==> config.mk <==
export PLATFORM = sky130hd
export DESIGN_NAME = integer_to_radix_ascii_core
export DESIGN_NICKNAME = d
export VERILOG_FILES = /design/src/hw/rtl/itra_pkg.sv /design/src/hw/rtl/itra_divider.sv /design/src/hw/rtl/integer_to_radix_ascii_core.sv
export SDC_FILE = /design/constraint.sdc
export NUM_CORES = 1
export LEC_CHECK = 0
export BUFFER_PORTS_ARGS = -buffer_cell sky130_fd_sc_hd__buf_2
export CAP_MARGIN = 10
export CORE_MARGIN = 1
export CORE_UTILIZATION = 44
export CTS_CLUSTER_SIZE = 28
export DETAILED_ROUTE_END_ITERATION = 10
export GPL_TIMING_DRIVEN = 0
export PLACE_DENSITY_LB_ADDON = 0.12
export SETUP_SLACK_MARGIN = 0.15
export SLEW_MARGIN = 30
export SYNTH_ARGS = -nofsm -noshare
export SYNTH_HDL_FRONTEND = slang
export SYNTH_SLANG_ARGS = --single-unit
==> constraint.sdc <==
create_clock -name clk -period 6.7 [get_ports clk]
set_input_delay 1.34 -clock clk [delete_from_list [all_inputs] [get_ports clk]]
set_output_delay 1.34 -clock clk [all_outputs]
set_load 0.02 [all_outputs]
==> src/hw/rtl/itra_pkg.sv <==
// Shared types, constants and the digit glyph function for the integer to
// radix ASCII converter. No dependencies.
`default_nettype none

package itra_pkg;

  localparam int VALUE_BITS_DEF = 32;
  localparam int MAX_DIGITS_DEF = 32;

  // Quotient bits resolved per divider cycle.
  localparam int STEP_BITS = 4;

  localparam logic [4:0] RADIX_MIN = 5'd2;
  localparam logic [4:0] RADIX_MAX = 5'd16;
  localparam logic [4:0] RADIX_DEC = 5'd10;

  localparam logic [3:0] DIGIT_TEN   = 4'd10;
  localparam logic [7:0] GLYPH_ZERO  = 8'h30;
  localparam logic [7:0] GLYPH_ALPHA = 8'h61;
  localparam logic [7:0] GLYPH_MINUS = 8'h2d;
  localparam logic [7:0] GLYPH_NONE  = 8'h00;

  typedef struct packed {
    logic load;   // take a new magnitude and start the first digit
    logic start;  // start the next digit on the quotient held
  } div_cmd_t;

  typedef struct packed {
    logic       done;    // remainder and quotient valid this cycle
    logic       q_zero;  // quotient held is zero
    logic [3:0] digit;   // remainder of the last division
  } div_sts_t;

  function automatic logic [7:0] glyph(input logic [3:0] d);
    logic [7:0] g;
    if (d < DIGIT_TEN) begin
      g = GLYPH_ZERO + {4'b0000, d};
    end else begin
      g = GLYPH_ALPHA + {4'b0000, d - DIGIT_TEN};
    end
    return g;
  endfunction

endpackage

`default_nettype wire

==> src/hw/rtl/itra_divider.sv <==
// Iterative divider by a narrow base, STEP_BITS quotient bits per cycle.
// Depends on itra_pkg.
`default_nettype none

module itra_divider #(
  parameter int VALUE_BITS = itra_pkg::VALUE_BITS_DEF
) (
  input  wire logic               clk,
  input  wire logic               rst_n,
  input  wire itra_pkg::div_cmd_t cmd,
  input  wire logic [VALUE_BITS-1:0] magnitude,
  input  wire logic [4:0]         base,
  output itra_pkg::div_sts_t      sts
);

  localparam int ITERS  = (VALUE_BITS + itra_pkg::STEP_BITS - 1) / itra_pkg::STEP_BITS;
  localparam int QW     = ITERS * itra_pkg::STEP_BITS;
  localparam int ITER_W = $clog2(ITERS);

  logic [QW-1:0]     q_r, q_nxt;
  logic [4:0]        r_r, r_nxt;
  logic [ITER_W-1:0] cnt_r;
  logic              busy_r, done_r;

  // Combinational step of restoring division: STEP_BITS shift and subtract steps.
  always_comb begin
    logic [4:0] t;
    q_nxt = q_r;
    r_nxt = r_r;
    for (int k = 0; k < itra_pkg::STEP_BITS; k++) begin
      t     = {r_nxt[3:0], q_nxt[QW-1]};
      q_nxt = {q_nxt[QW-2:0], 1'b0};
      if (t >= base) begin
        r_nxt    = t - base;
        q_nxt[0] = 1'b1;
      end else begin
        r_nxt = t;
      end
    end
  end

  always_ff @(posedge clk) begin
    if (!rst_n) begin
      busy_r <= 1'b0;
      done_r <= 1'b0;
      cnt_r  <= '0;
      q_r    <= '0;
      r_r    <= '0;
    end else begin
      done_r <= 1'b0;
      if (cmd.load || cmd.start) begin
        busy_r <= 1'b1;
        cnt_r  <= '0;
        r_r    <= '0;
        if (cmd.load) begin
          q_r <= QW'(magnitude);
        end
      end else if (busy_r) begin
        q_r   <= q_nxt;
        r_r   <= r_nxt;
        cnt_r <= cnt_r + 1'b1;
        if (cnt_r == ITER_W'(ITERS - 1)) begin
          busy_r <= 1'b0;
          done_r <= 1'b1;
        end
      end
    end
  end

  assign sts.done   = done_r;
  assign sts.q_zero = (q_r == '0);
  assign sts.digit  = r_r[3:0];

endmodule

`default_nettype wire

==> src/hw/rtl/integer_to_radix_ascii_core.sv <==
// Sequence: each digit takes one pass through the shared divider, and the first character
// of a value is loaded only after all of its digits are stored; a bad base shows without
// any division.
// Output: each digit character is a memory read, then an output load; a new value
// is taken only after the last character is loaded.
// Reset: rst_n is synchronous, active low; no clearing pass is needed.
`default_nettype none

module integer_to_radix_ascii_core #(
  parameter int VALUE_BITS = itra_pkg::VALUE_BITS_DEF,
  parameter int MAX_DIGITS = itra_pkg::MAX_DIGITS_DEF
) (
  input  wire logic clk,
  input  wire logic rst_n,
  // in_tdata fields from bit 0: value[VALUE_BITS], radix[5], zero pad.
  input  wire logic [((VALUE_BITS + 5 + 7) / 8) * 8 - 1:0] in_tdata,
  input  wire logic in_tvalid,
  output logic      in_tready,
  // out_tdata fields from bit 0: symbol[8].
  output logic [7:0] out_tdata,
  output logic      out_tlast,
  // out_tuser fields from bit 0: bad_base[1].
  output logic      out_tuser,
  output logic      out_tvalid,
  input  wire logic out_tready
);

  localparam int CNT_W = $clog2(MAX_DIGITS + 1);
  localparam int IDX_W = $clog2(MAX_DIGITS);

  // The sequencer drives the divider once per digit, stores each digit,
  // then reads the store back from the most significant digit down.
  typedef enum logic [6:0] {
    ST_IDLE      = 7'b0000001,
    ST_BAD       = 7'b0000010,
    ST_DIV       = 7'b0000100,
    ST_EMIT_SIGN = 7'b0001000,
    ST_EMIT_RD   = 7'b0010000,
    ST_EMIT_OUT  = 7'b0100000,
    ST_SPARE     = 7'b1000000
  } state_t;

  state_t state_r, state_nxt;

  logic [4:0]       base_r, base_nxt;
  logic             sign_r, sign_nxt;
  logic [CNT_W-1:0] cnt_r, cnt_nxt;
  logic [IDX_W-1:0] rd_idx_r, rd_idx_nxt;
  logic             out_valid_r, out_valid_nxt;
  logic [7:0]       out_sym_r, out_sym_nxt;
  logic             out_last_r, out_last_nxt;
  logic             out_bad_r, out_bad_nxt;

  logic [VALUE_BITS-1:0] in_value;
  logic [4:0]            in_radix;
  logic                  radix_ok;
  logic                  in_neg;
  logic [VALUE_BITS-1:0] magnitude;
  logic                  in_fire;
  logic                  out_free;

  itra_pkg::div_cmd_t div_cmd;
  itra_pkg::div_sts_t div_sts;

  logic             wr_en;
  logic             rd_en;
  logic [3:0]       digit_mem [MAX_DIGITS];
  logic [3:0]       rd_data_r;
  logic [CNT_W-1:0] cnt_after;

  assign in_value = in_tdata[VALUE_BITS-1:0];
  assign in_radix = in_tdata[VALUE_BITS+4:VALUE_BITS];
  assign radix_ok = (in_radix >= itra_pkg::RADIX_MIN) && (in_radix <= itra_pkg::RADIX_MAX);
  assign in_neg   = in_value[VALUE_BITS-1];
  // The most negative value wraps to itself, which is its correct magnitude.
  assign magnitude = in_neg ? (~in_value + VALUE_BITS'(1)) : in_value;

  assign in_tready = (state_r == ST_IDLE);
  assign in_fire   = in_tvalid && in_tready;
  // The output register may take a new word when empty or being drained.
  assign out_free  = !out_valid_r || out_tready;

  assign wr_en     = (state_r == ST_DIV) && div_sts.done && (cnt_r < CNT_W'(MAX_DIGITS));
  assign rd_en     = (state_r == ST_EMIT_RD);
  assign cnt_after = wr_en ? cnt_r + 1'b1 : cnt_r;

  itra_divider #(
    .VALUE_BITS(VALUE_BITS)
  ) u_div (
    .clk      (clk),
    .rst_n    (rst_n),
    .cmd      (div_cmd),
    .magnitude(magnitude),
    .base     (base_r),
    .sts      (div_sts)
  );

  always_comb begin
    state_nxt     = state_r;
    base_nxt      = base_r;
    sign_nxt      = sign_r;
    cnt_nxt       = cnt_r;
    rd_idx_nxt    = rd_idx_r;
    out_valid_nxt = out_valid_r && !out_tready;
    out_sym_nxt   = out_sym_r;
    out_last_nxt  = out_last_r;
    out_bad_nxt   = out_bad_r;
    div_cmd       = '0;

    case (state_r)
      ST_IDLE: begin
        if (in_fire) begin
          if (radix_ok) begin
            base_nxt     = in_radix;
            sign_nxt     = in_neg && (in_radix == itra_pkg::RADIX_DEC);
            cnt_nxt      = '0;
            div_cmd.load = 1'b1;
            state_nxt    = ST_DIV;
          end else begin
            state_nxt = ST_BAD;
          end
        end
      end
      ST_BAD: begin
        if (out_free) begin
          out_valid_nxt = 1'b1;
          out_sym_nxt   = itra_pkg::GLYPH_NONE;
          out_last_nxt  = 1'b1;
          out_bad_nxt   = 1'b1;
          state_nxt     = ST_IDLE;
        end
      end
      ST_DIV: begin
        if (div_sts.done) begin
          cnt_nxt = cnt_after;
          if (!div_sts.q_zero) begin
            div_cmd.start = 1'b1;
          end else begin
            // At least one digit is always stored, so cnt_after is nonzero.
            rd_idx_nxt = IDX_W'(cnt_after - 1'b1);
            state_nxt  = sign_r ? ST_EMIT_SIGN : ST_EMIT_RD;
          end
        end
      end
      ST_EMIT_SIGN: begin
        if (out_free) begin
          out_valid_nxt = 1'b1;
          out_sym_nxt   = itra_pkg::GLYPH_MINUS;
          out_last_nxt  = 1'b0;
          out_bad_nxt   = 1'b0;
          state_nxt     = ST_EMIT_RD;
        end
      end
      ST_EMIT_RD: begin
        state_nxt = ST_EMIT_OUT;
      end
      ST_EMIT_OUT: begin
        if (out_free) begin
          out_valid_nxt = 1'b1;
          out_sym_nxt   = itra_pkg::glyph(rd_data_r);
          out_last_nxt  = (rd_idx_r == '0);
          out_bad_nxt   = 1'b0;
          if (rd_idx_r == '0) begin
            state_nxt = ST_IDLE;
          end else begin
            rd_idx_nxt = rd_idx_r - 1'b1;
            state_nxt  = ST_EMIT_RD;
          end
        end
      end
      default: begin
        state_nxt = ST_IDLE;
      end
    endcase
  end

  always_ff @(posedge clk) begin
    if (!rst_n) begin
      state_r     <= ST_IDLE;
      cnt_r       <= '0;
      out_valid_r <= 1'b0;
    end else begin
      state_r     <= state_nxt;
      cnt_r       <= cnt_nxt;
      out_valid_r <= out_valid_nxt;
    end
  end

  always_ff @(posedge clk) begin
    base_r     <= base_nxt;
    sign_r     <= sign_nxt;
    rd_idx_r   <= rd_idx_nxt;
    out_sym_r  <= out_sym_nxt;
    out_last_r <= out_last_nxt;
    out_bad_r  <= out_bad_nxt;
  end

  // Digit store: least significant digit at entry zero.
  always_ff @(posedge clk) begin
    if (wr_en) begin
      digit_mem[cnt_r[IDX_W-1:0]] <= div_sts.digit;
    end
    if (rd_en) begin
      rd_data_r <= digit_mem[rd_idx_r];
    end
  end

  assign out_tvalid = out_valid_r;
  assign out_tdata  = out_sym_r;
  assign out_tlast  = out_last_r;
  assign out_tuser  = out_bad_r;

  // A word flagged for a bad base is always the last of its conversion.
  a_bad_is_last: assert property (@(posedge clk) disable iff (!rst_n)
    out_tvalid && out_tuser |-> out_tlast)
    else $error("bad-base word without last");

  // The divider only reports a result while the sequencer waits for it.
  a_done_in_div: assert property (@(posedge clk) disable iff (!rst_n)
    div_sts.done |-> state_r == ST_DIV)
    else $error("divider result outside division phase");

  // The store is never written past its depth.
  a_wr_range: assert property (@(posedge clk) disable iff (!rst_n)
    wr_en |-> cnt_r < CNT_W'(MAX_DIGITS))
    else $error("digit store overflow");

  // Read back only touches entries written by this conversion.
  a_rd_written: assert property (@(posedge clk) disable iff (!rst_n)
    rd_en |-> CNT_W'(rd_idx_r) < cnt_r)
    else $error("read of unwritten digit");

  // A stalled output word is held.
  a_out_hold: assert property (@(posedge clk) disable iff (!rst_n)
    out_tvalid && !out_tready |=> out_tvalid && $stable(out_tdata))
    else $error("output word dropped while stalled");

  a_state_onehot: assert property (@(posedge clk) disable iff (!rst_n)
    $onehot(state_r))
    else $error("sequencer state not one-hot");

endmodule

`default_nettype wire

Yosys cells after proc, flatten, opt, wreduce, memory -nomap -nowiden:

Memory sizes are Yosys's and may differ from the RTL's. A register that Yosys moved wholly into a read port is not among the register bits.
Index checks and enable logic that the tools add are counted.

* bits in writable memories: 128
* output and inout port bits: 12
* memories kept: 1
* bits in registers: 76
* bits of input ports: 44
* logic and storage cells: 140

* order comparisons: 8
* bitwise gates (word level): 3
* add/sub/neg operators: 12
* eq/ne operators: 18
* reductions and logical operators: 28
* multiplexer cells: 56

Memory list
* digit_mem: depth 32, bits a word 4, rd ports 1, clocked after Yosys merged registers in 1, wr ports 1, line integer_to_radix_ascii_core.sv:67 `logic [3:0] digit_mem [MAX_DIGITS];`

Operator list (count)
* $mux W32: 4
* $mux W7: 6
* $pmux W7 S6: 1
* $add A32 B1 Y32 const B: 1
* $logic_not A32 Y1: 1
* $mux W8: 4
* $not A32 Y32: 1
* $mux W5: 6
* $mux W6: 4
* $pmux W8 S3: 1
* $mux W1: 21
* $ge A5 B5 Y1: 4
* $mux W4: 4
* $sub A4 B4 Y4: 4
* $pmux W6 S2: 1
* $ne A2 B1 Y1 const B: 5
* $ne A2 B2 Y1 const B: 5
* $pmux W5 S2: 1
* $sub A5 B1 Y5 const B: 2
* $add A7 B4 Y8 const A: 1
* $reduce_and A4 Y1: 2
* $reduce_bool A2 Y1: 4
* $add A6 B4 Y7 const A: 1
* $eq A7 B1 Y1 const B: 1
* 29 further kinds: 40

Logic depth before layout (Yosys ltp):

Gate-level depths: netlist of the first run.

* word-level depth: 10
* gate-level depth with buffers: 24
* depth with buffers taken out: 24

Cells and area by module:

From an unflattened synthesis of the first run, not the netlist that was laid out.

* cell total of the unflattened synthesis: 872
* area total of the unflattened synthesis: 10531.4 um^2

Modules (own cells, without submodules)
* integer_to_radix_ascii_core: seq. area each 4824.6 um^2, times used 1, cells an instance 530, area each 7713.6 um^2
* itra_divider: seq. area each 820.8 um^2, times used 1, cells an instance 342, area each 2817.7 um^2

Worst setup path before layout of the first run:

Ideal clock, no wire load.

* kind: reg-to-reg
* start: reg u_div.r_r[1]
* end: reg u_div.r_r[3]
* arrival: 5.882 ns
* path buffers: 0
* data required time: 6.551 ns
* library setup time: 0.149 ns
* period minus slack after synthesis: 6.031 ns
* slack: 0.669 ns
* cell stages (with the launch flop): 24
* cell sequence: dfxtp_1 -> ha_1 -> a21o_1 -> a21o_1 -> a21oi_1 -> mux2_2 -> ha_1 -> a21o_1 -> a31oi_1 -> o21ai_1 -> mux2_2 -> inv_1 -> ha_1 -> a21o_1 -> a31oi_1 -> o21ai_1 -> a2111oi_0 -> or3_1 -> ha_1 -> nand2_1 -> o31ai_1 -> inv_1 -> o31ai_1 -> a311oi_2

* word-level cells in the longest chain between the ends: 8
* elaborated cells on any way between the ends: 12
* those cells by class: add/sub: 4; order compare: 4; mux: 4

Ends and longest elaborated chain
* from (decl): line itra_divider.sv:21 `logic [4:0] r_r, r_nxt;`
* from (signal assigned): line itra_divider.sv:60 `r_r <= r_nxt;`
* $sub A4 B4 Y4 or $ge A5 B5 Y1 (tied branches): line itra_divider.sv:34, itra_divider.sv:33
* $mux W4 (*): line itra_divider.sv:33 `if (t >= base) begin`
* $sub A4 B4 Y4 or $ge A5 B5 Y1 (tied branches): line itra_divider.sv:34, itra_divider.sv:33
* $mux W4 (*): line itra_divider.sv:33
* $ge A5 B5 Y1 or $sub A4 B4 Y4 (tied branches): line itra_divider.sv:33, itra_divider.sv:34
* $mux W4 (*): line itra_divider.sv:33
* $sub A4 B4 Y4 or $ge A5 B5 Y1 (tied branches): line itra_divider.sv:34, itra_divider.sv:33
* $mux W4 (*): line itra_divider.sv:33

Every way passes the cells marked *; elsewhere a longest branch is shown, timed or not.
A chain may end at the register's enable or synchronous reset.

Final worst setup path of the first run:

Same ends and word-level chain as after synthesis.

==> results.yml, run 1 <==
outcome:
  outcome: "completed"
die:
  num_io_pins: 56
  design.core.area_um2: 22780
  die_h_um: 154.9
  start_util_pct: 45.14
  dieArea_um2: 23980
  row_count: 55
  die_w_um: 154.9
clock_tree:
  clock_path_buffers: 3
  numCtsBuffers: 23
  cts.sinks: 206
  cts_tree: "done"
  cts-hold-fix-buffers: 0
  clk_latency_ns: 0.50
  cts_setup_buffers: 0
  cts_root_buffer: "clkbuf_16"
  clkSlewWorstSetupHoldPaths_ns: 0.06
  h-tree-depth: 1
  cts.repair.resized: 5
setup_path:
  endpoint_kind: "register"
  max_stage_delay_ns: 0.60
  cp.arrival_ns: 6.52
  cp_max_fo: 35
  slowest_stage: "dfxtp_4"
  startpoint: "u_div.r_r[1]"
  crit_required_ns: 7.11
  worstSetupPathType: "reg2reg"
  regToRegStartpoint: "u_div.r_r[1]"
  crit_chain: "ha_1, a21o_1, a21o_1, a21oi_2, mux2_2, ha_1, a21o_1, a31oi_1, o21ai_2, mux2_2, inv_1, ha_1, a21o_1, a31oi_1, o21ai_2, mux2i_1, ha_1, a211oi_1, o31ai_4, inv_1, o31ai_1, a311oi_2"
  crit_family: "compound AO/OA/AOI/OAI gates"
  start_kind: "register"
  critPathBufInv: 2
drt:
  drc: 0
  dr.pass1.iters: 5
  antenna_left: 0
  avgViaCountPerCell: 5.659
  avgRoutedWirePerCell_um: 19.39
  wl_mm: 23.69
  num_vias: 6915
  dr.first_iter.drc_count: 489
timing:
  hold_viol_final: 0
  clock.fmax_mhz: 163.7
  drv_slew: 0
  setup_tns_ns: 0
  rsz0062_at_grt: "false"
  setup_viol: 0
  tightest_slew_ns: 0.8765
  finalCritPeriodShare_pct: 91.15
  period_minus_slack_ns: 6.107
  finalClockSkew_ns: 0.02175
  worst_slack_ns: 0.5931
  slew_headroom_pct: 41.56
place:
  gp_congestion: 0.8739
  dpl_worst_slack_ns: -0.4715
  numPortBuffers: 51
  dpl.hpwl_mm: 17.17
global_route:
  grt_antenna_before_repair: 1
  grt_pass1_wl_mm: 37.35
  globalRouteOverflowTotal: 0
  grt_pass1_vias: 6784
  grt_usage_pct: 20.01
  grt_max_degree: 37
synth:
  synth_top_cell_by_area: "edfxtp_1"
  synth-main-ff-cell: "edfxtp_1"
  ys_ff_latch: 206
  synth_area_per_cell_um2: 12.58
  yosysTopAreaCellShare_pct: 44.40
  synthArstFlopShare_pct: 0
  synth_area_um2: 10280
  syn_inst: 817
  synth.area.top_cells: "edfxtp_1 (44%), dfxtp_1 (11%), mux4_2 (8.8%)"
  synth_edf_count: 152
  yosysWarnings: 0
  synthDistinctLibCells: 74
  ys_seq_area_share_pct: 54.91
  synth_fp_nets: 896
finish:
  diodes: 0
  postLayoutCoreUtil_pct: 51.38
  nets: 972
  syn_to_final_growth_pct: 13.84
  final_layout_size_suffix_gt1_share_pct: 20.02
power:
  power_density_nw_per_um2: 276.3
  power_mw: 3.234
  p_leak_nw: 4.057
  ir_drop_mv: 0.1505
min_path:
  hp-class: "reg2reg"
  min_from: "u_div.q_r[14]"
flow_run:
  cap_violations: 0
-- cell families (layout without fill, tap and decap cells) --
| logic type | count (synthesis) | in the layout | synth area share (%) |
|---|---|---|---|
| AND/OR/NAND/NOR | 225 | 225 | 11.50 |
| XOR/XNOR | 49 | 49 | 4.174 |
| AO/OA/AOI/OAI | 168 | 168 | 11.01 |
| adder cells (fa/ha/maj) | 35 | 35 | 4.552 |
| other | 1 | 1 | 0.03647 |
| flip-flops | 206 | 206 | 54.91 |
| buffers and inverters | 74 | 166 | 3.079 |
| multiplexers | 59 | 59 | 10.73 |
-- tightest hold or removal path, delay by kind of cell (launching register included) --
kind             cells  cell delay (ns)
AO/OA/AOI/OAI        1             0.05
AND/OR/NAND/NOR      1             0.06
flip-flops           1             0.32
-- path summary, 6_finish.rpt --
path	to	slack, ns	depth (start not counted)
setup reg to reg	u_div.r_r[3]	0.59	22
hold / removal	u_div.q_r[14]	0.48	2
hold reg to reg	u_div.q_r[14]	0.48	2
setup / recovery	u_div.r_r[3]	0.59	22
-- report_power, final --
part / internal (mW) / switching [mW] / leakage, nW
combinational: 0.226 / 0.321 / 1.86
clock: 0.726 / 0.486 / 0.363
sequential: 1.42 / 0.0565 / 1.83
-- state kept, by name, indices dropped and copies added (netlist names), 3 cells and up --
register,flops
rd_data_r,4
out_tdata,7
u_div.q_r,32
cnt_r,6
rd_idx_r,5
digit_mem,128
state_r,6
u_div.r_r,4
u_div.cnt_r,3
base_r,5
-- layer usage --
metal / vias up / routed length, µm / global-route usage [%]
met5: - / 0 / 0
met4: 0 / 406 / 4.809
met3: 37 / 1162 / 3.064
met2: 168 / 11440 / 33.18
met1: 3432 / 10680 / 27.66
li1: 3278 / - / -
-- synthesized netlist by cell type (all sizes together) (3+ instances only) --
| library cell | instances |
|---|---|
| mux2i | 9 |
| a21o | 11 |
| or4 | 6 |
| nor4 | 17 |
| o21ai | 30 |
| nand3b | 3 |
| nor2 | 64 |
| and2 | 4 |
| o221ai | 28 |
| nand2b | 7 |
| clkbuf | 21 |
| a31oi | 5 |
| inv | 33 |
| o21a | 4 |
| edfxtp | 152 |
| nand2 | 68 |
| nand3 | 9 |
| xnor2 | 35 |
| ha | 31 |
| o41ai | 4 |
| nor2b | 6 |
| o31ai | 8 |
| o211ai | 4 |
| fa | 4 |
| a21boi | 6 |
| mux2 | 10 |
| a21oi | 52 |
| xor2 | 14 |
| nor3 | 19 |
| dfxtp | 54 |
| buf | 19 |
| or3 | 5 |
| a211oi | 3 |
| nand4b | 3 |
| mux4 | 40 |
| o22ai | 3 |
-- through the flow --
| step | instances | instance area [µm²] | hold slack [ns] |
|---|---|---|---|
| floorplan | 817 | 10280 | 0.4444 |
| global placement | 1181 | 10930 | 0.4574 |
| detailed placement | 1181 | 10930 | 0.4625 |
| CTS | 1222 | 11690 | 0.4756 |
| global route | 1222 | 11700 | 0.4892 |
| finish | 1222 | 11700 | 0.4780 |
-- layout make-up --
cell class / count / area (µm²)
timing repair buffer: 51 / 255.2
buffer: 40 / 188.9
multi-input combinational: 537 / 4344
sequential: 206 / 5660
clock buffer: 32 / 660.6
clock inverter: 9 / 75.07
tap: 313 / 391.6
fill: 2003 / 11070
inverter: 34 / 127.6
-- layout by cell type, fill, tap and decap left out, drive strengths merged, types with 10 or more instances in the layout --
master	instances
nand2	68
xnor2	35
ha	31
a21oi	52
mux4	40
inv	33
clkbuf	53
edfxtp	152
a21o	11
mux2	10
dfxtp	54
o221ai	28
o21ai	30
nor4	17
nor2	64
nor3	19
xor2	14
buf	70
Power figures use the tool's default switching activity.
==> inputs of run 2 (changes only) <==
--- a/config.mk
+++ b/config.mk
@@ -7,6 +7,7 @@
 export LEC_CHECK = 0
 export BUFFER_PORTS_ARGS = -buffer_cell sky130_fd_sc_hd__buf_2
 export CAP_MARGIN = 10
+export CORE_ASPECT_RATIO = 0.8
 export CORE_MARGIN = 1
 export CORE_UTILIZATION = 44
 export CTS_CLUSTER_SIZE = 28
==> results.yml, run 2 (same netlist as run 1, synthesis figures left out) <==
timing:
  hold-worst-slack_ns: 0.4797
  slew_headroom_pct: 43.32
  drv_slew: 0
  hold_viol_final: 0
  clock.fmax_mhz: 162.3
  tightest_slew_ns: 0.8436
  finalClockSkew_ns: 0.02552
  period_minus_slack_ns: 6.160
  finalCritPeriodShare_pct: 91.94
  rsz0062_at_grt: "false"
  setup_viol: 0
setup_path:
  cp_max_fo: 9
  crit_chain: "inv_1, ha_1, a21o_1, a21o_1, a21oi_2, mux2_2, ha_1, a21o_1, a31oi_1, o21ai_2, mux2_2, inv_1, ha_1, a21o_1, a31oi_1, o21ai_2, mux2i_1, ha_1, a211oi_1, o31ai_4, inv_1, o31ai_1, a311oi_2"
  worstSetupPathType: "reg2reg"
  cp.arrival_ns: 6.56
  slowest_stage: "mux2i_1"
  crit_required_ns: 7.10
  start_kind: "register"
  regToRegStartpoint: "base_r[1]"
  endpoint_kind: "register"
  max_stage_delay_ns: 0.47
  startpoint: "base_r[1]"
finish:
  layout_commonest_cell: "edfxtp_1"
  largest_register_ffs: 128
  final_layout_size_suffix_gt1_share_pct: 20.26
  diodes: 0
  layout_common_cells: "edfxtp_1 (152), nand2_1 (67), buf_2 (64), nor2_1 (64)"
  postLayoutCoreUtil_pct: 51.34
  nFillCells: 1980
  nets: 971
  syn_to_final_growth_pct: 13.28
drt:
  dr.first_iter.drc_count: 502
  num_vias: 7064
  drc: 0
  dr.pass1.iters: 5
  avgRoutedWirePerCell_um: 20.20
  antenna_left: 0
  avgViaCountPerCell: 5.819
  wl_mm: 24.52
global_route:
  top_usage_layer: "met2"
  grt_max_degree: 37
  grt_usage_pct: 20.48
  grt.met2_usage_pct: 31.83
  met3_usage_pct: 3.618
  globalRouteMet1Util_pct: 29.94
  grt_pass1_wl_mm: 38.52
  globalRouteOverflowTotal: 0
  grt_pass1_vias: 7060
  grt_antenna_before_repair: 0
die:
  dieArea_um2: 23980
  design.core.area_um2: 22680
  start_util_pct: 45.32
  die_h_um: 138.7
  row_count: 49
  die_w_um: 172.9
  num_io_pins: 56
clock_tree:
  clock_path_buffers: 3
  cts_setup_buffers: 0
  cts_tree: "done"
  numCtsBuffers: 22
  h-tree-depth: 1
  cts.sinks: 206
  cts.repair.resized: 6
  clkSlewWorstSetupHoldPaths_ns: 0.06
  cts-hold-fix-buffers: 0
  clk_latency_ns: 0.51
  cts_root_buffer: "clkbuf_16"
place:
  dpl.hpwl_mm: 18.06
  gp_congestion: 0.8373
  numPortBuffers: 51
power:
  p_leak_nw: 4.043
  ir_drop_mv: 0.1683
  power_density_nw_per_um2: 272.6
outcome:
  outcome: "completed"
min_path:
  min_from: "u_div.q_r[19]"
  hp-class: "reg2reg"
flow_run:
  cap_violations: 0
-- run 2: cell type report --
type | instances | area (µm²) | share of cell area, %
Tap cell | 306 | 382.9 | 3.287
Timing Repair Buffer | 51 | 255.2 | 2.192
Inverter | 34 | 127.6 | 1.096
Multi-Input combinational cell | 537 | 4344 | 37.30
Buffer | 40 | 188.9 | 1.622
Clock inverter | 9 | 60.06 | 0.5157
Sequential cell | 206 | 5658 | 48.58
Clock buffer | 31 | 629.4 | 5.404
-- run 2: final timing paths --
check                  end  slack (ns)  cells past startpoint
max reg2reg   u_div.r_r[3]        0.54                     23
max           u_div.r_r[3]        0.54                     23
min reg2reg  u_div.q_r[19]        0.48                      2
min          u_div.q_r[19]        0.48                      2
-- run 2: through the flow --
stage	instances	power, mW	instance area, µm²	worst slack [ns]	setup TNS [ns]
floorplan	817	1.873	10280	0.6688	0
global placement	1174	2.011	10920	-0.7392	-3.317
detailed placement	1174	2.030	10920	-0.5093	-2.189
CTS	1214	3.180	11630	0.3152	0
global route	1214	3.315	11650	0.1768	0
finish	1214	3.175	11650	0.5397	0
-- run 2: per-layer routing --
metal	part of all wire [%]	routed length [µm]
met1	47	11540
met4	1.7	423
met3	5.3	1299
met2	46	11250
met5	0	0
-- run 2: where the power goes --
part | internal [mW] | leakage (nW) | switching, mW
combinational | 0.227 | 1.86 | 0.330
clock | 0.659 | 0.349 | 0.483
sequential | 1.42 | 1.83 | 0.0584
-- run 2: worst max-delay path: cells and delay by family (launching register included) --
kind	cells	cell delay, ns
flip-flops	1	0.43
adder cells (fa/ha/maj)	4	1.14
AO/OA/AOI/OAI	13	2.75
multiplexers	3	1.31
buffers and inverters	3	0.40
==> inputs of run 3 (changes only) <==
--- a/config.mk
+++ b/config.mk
@@ -13,7 +13,7 @@
 export CTS_CLUSTER_SIZE = 28
 export DETAILED_ROUTE_END_ITERATION = 10
 export GPL_TIMING_DRIVEN = 0
-export PLACE_DENSITY_LB_ADDON = 0.12
+export PLACE_DENSITY = 0.67
 export SETUP_SLACK_MARGIN = 0.15
 export SLEW_MARGIN = 30
 export SYNTH_ARGS = -nofsm -noshare
==> results.yml, run 3 (same netlist as run 1, synthesis figures left out) <==
finish:
  diodes: 0
  nets: 970
  largest_register_ffs: 128
  nFillCells: 1985
  layout_common_cells: "edfxtp_1 (152), nand2_1 (67), buf_2 (64), nor2_1 (64)"
  final_layout_size_suffix_gt1_share_pct: 19.65
  syn_to_final_growth_pct: 13.02
  layout_commonest_cell: "edfxtp_1"
clock_tree:
  cts_root_buffer: "clkbuf_16"
  cts-hold-fix-buffers: 0
  cts.sinks: 206
  cts_setup_buffers: 0
  numCtsBuffers: 21
  clkSlewWorstSetupHoldPaths_ns: 0.06
  clock_path_buffers: 3
  clk_latency_ns: 0.50
  cts_tree: "done"
  h-tree-depth: 1
power:
  p_leak_nw: 4.025
  ir_drop_mv: 0.1458
  power_mw: 3.137
  power_density_nw_per_um2: 270.0
setup_path:
  cp_max_fo: 35
  max_stage_delay_ns: 0.57
  crit_family: "compound AO/OA/AOI/OAI gates"
  critPathBufInv: 2
  slowest_stage: "dfxtp_4"
  worstSetupPathType: "reg2reg"
  regToRegSetupSlack_ns: 0.68
  endpoint_kind: "register"
  cp.arrival_ns: 6.42
  crit_required_ns: 7.10
  crit_chain: "ha_1, a21o_1, a21o_1, a21oi_2, mux2_2, ha_1, a21o_1, a31oi_1, o21ai_2, mux2_2, inv_1, ha_1, a21o_1, a31oi_1, o21ai_2, a2111oi_0, or3_1, ha_1, nand2_1, o31ai_2, inv_1, o2111a_1, nor3_1"
  start_kind: "register"
timing:
  finalCritPeriodShare_pct: 89.88
  finalClockSkew_ns: 0.01704
  hold_viol_final: 0
  drv_slew: 0
  period_minus_slack_ns: 6.022
  setup_tns_ns: 0
  clock.fmax_mhz: 166.1
  slew_headroom_pct: 48.65
  setup_viol: 0
  tightest_slew_ns: 0.7703
  rsz0062_at_grt: "false"
place:
  numPortBuffers: 51
  dpl.hpwl_mm: 16.41
  gp_congestion: 0.8493
die:
  design.core.area_um2: 22680
  die_h_um: 138.7
  row_count: 49
  start_util_pct: 45.32
  dieArea_um2: 23980
  die_w_um: 172.9
  num_io_pins: 56
global_route:
  grt_pass1_wl_mm: 36.49
  grt_max_degree: 37
  grt_antenna_before_repair: 0
  grt_pass1_vias: 6590
  grt_usage_pct: 19.21
  globalRouteOverflowTotal: 0
drt:
  dr.first_iter.drc_count: 578
  antenna_left: 0
  avgRoutedWirePerCell_um: 18.64
  dr.pass1.iters: 5
  num_vias: 6915
  avgViaCountPerCell: 5.705
  drc: 0
  wl_mm: 22.60
flow_run:
  cap_violations: 0
min_path:
  hp-class: "reg2reg"
outcome:
  outcome: "completed"
==> run 3: path summary, 6_finish.rpt <==
kind | startpoint | endpoint | cells past startpoint
max | u_div.r_r[1] | u_div.r_r[2] | 23
min | u_div.q_r[19] | u_div.q_r[19] | 2
max reg2reg | u_div.r_r[1] | u_div.r_r[2] | 23
min reg2reg | u_div.q_r[19] | u_div.q_r[19] | 2
==> run 3: repair_timing <==
item / 4_1_cts / 5_1_grt
setup endpoints to repair: 5 / 5
resized for setup: 5 / 3
endpoints found under the hold margin: 0 / 0
==> run 3: metrics by stage <==
stage	cells	worst slack (ns)	hold WS (ns)	util (%)	cell area (µm²)
floorplan	817	0.6688	0.4444	-	10280
global placement	1174	-0.6821	0.4571	48.14	10920
detailed placement	1174	-0.3369	0.4630	48.16	10920
CTS	1212	0.3027	0.4720	51.18	11610
global route	1212	0.1548	0.5009	51.22	11620
finish	1212	0.6780	0.4714	51.22	11620
==> run 3: where the power goes <==
group | switching (mW) | total, mW | internal [mW]
clock | 0.467 | 1.13 | 0.662
combinational | 0.313 | 0.535 | 0.222
sequential | 0.0556 | 1.47 | 1.42
==> run 3: layout make-up <==
class,instances,area (µm²),share of cell area [%]
clock buffers,29,595.6,5.125
well taps,306,382.9,3.295
flip-flops and latches,206,5660,48.71
clock inverters,9,73.82,0.6353
multi-input cells,537,4335,37.31
inverters,34,127.6,1.098
plain buffers,40,188.9,1.626
repair buffers,51,255.2,2.197
==> run 3: worst reg2reg max path, stage by stage (launching register included) <==
cell	delay, ns
dfxtp_4	0.57
ha_1	0.36
a21o_1	0.18
a21o_1	0.20
a21oi_2	0.30
mux2_2	0.40
ha_1	0.35
a21o_1	0.13
a31oi_1	0.04
o21ai_2	0.35
mux2_2	0.43
inv_1	0.07
ha_1	0.15
a21o_1	0.12
a31oi_1	0.05
o21ai_2	0.37
a2111oi_0	0.15
or3_1	0.38
ha_1	0.32
nand2_1	0.08
o31ai_2	0.43
inv_1	0.17
o2111a_1	0.20
nor3_1	0.16
==> run 3: metal layers <==
layer | wire [µm] | global-route usage (%)
met1 | 10910 | 29.60
met2 | 10030 | 29.37
met3 | 1376 | 2.275
met4 | 279 | 3.493
met5 | 0 | 0
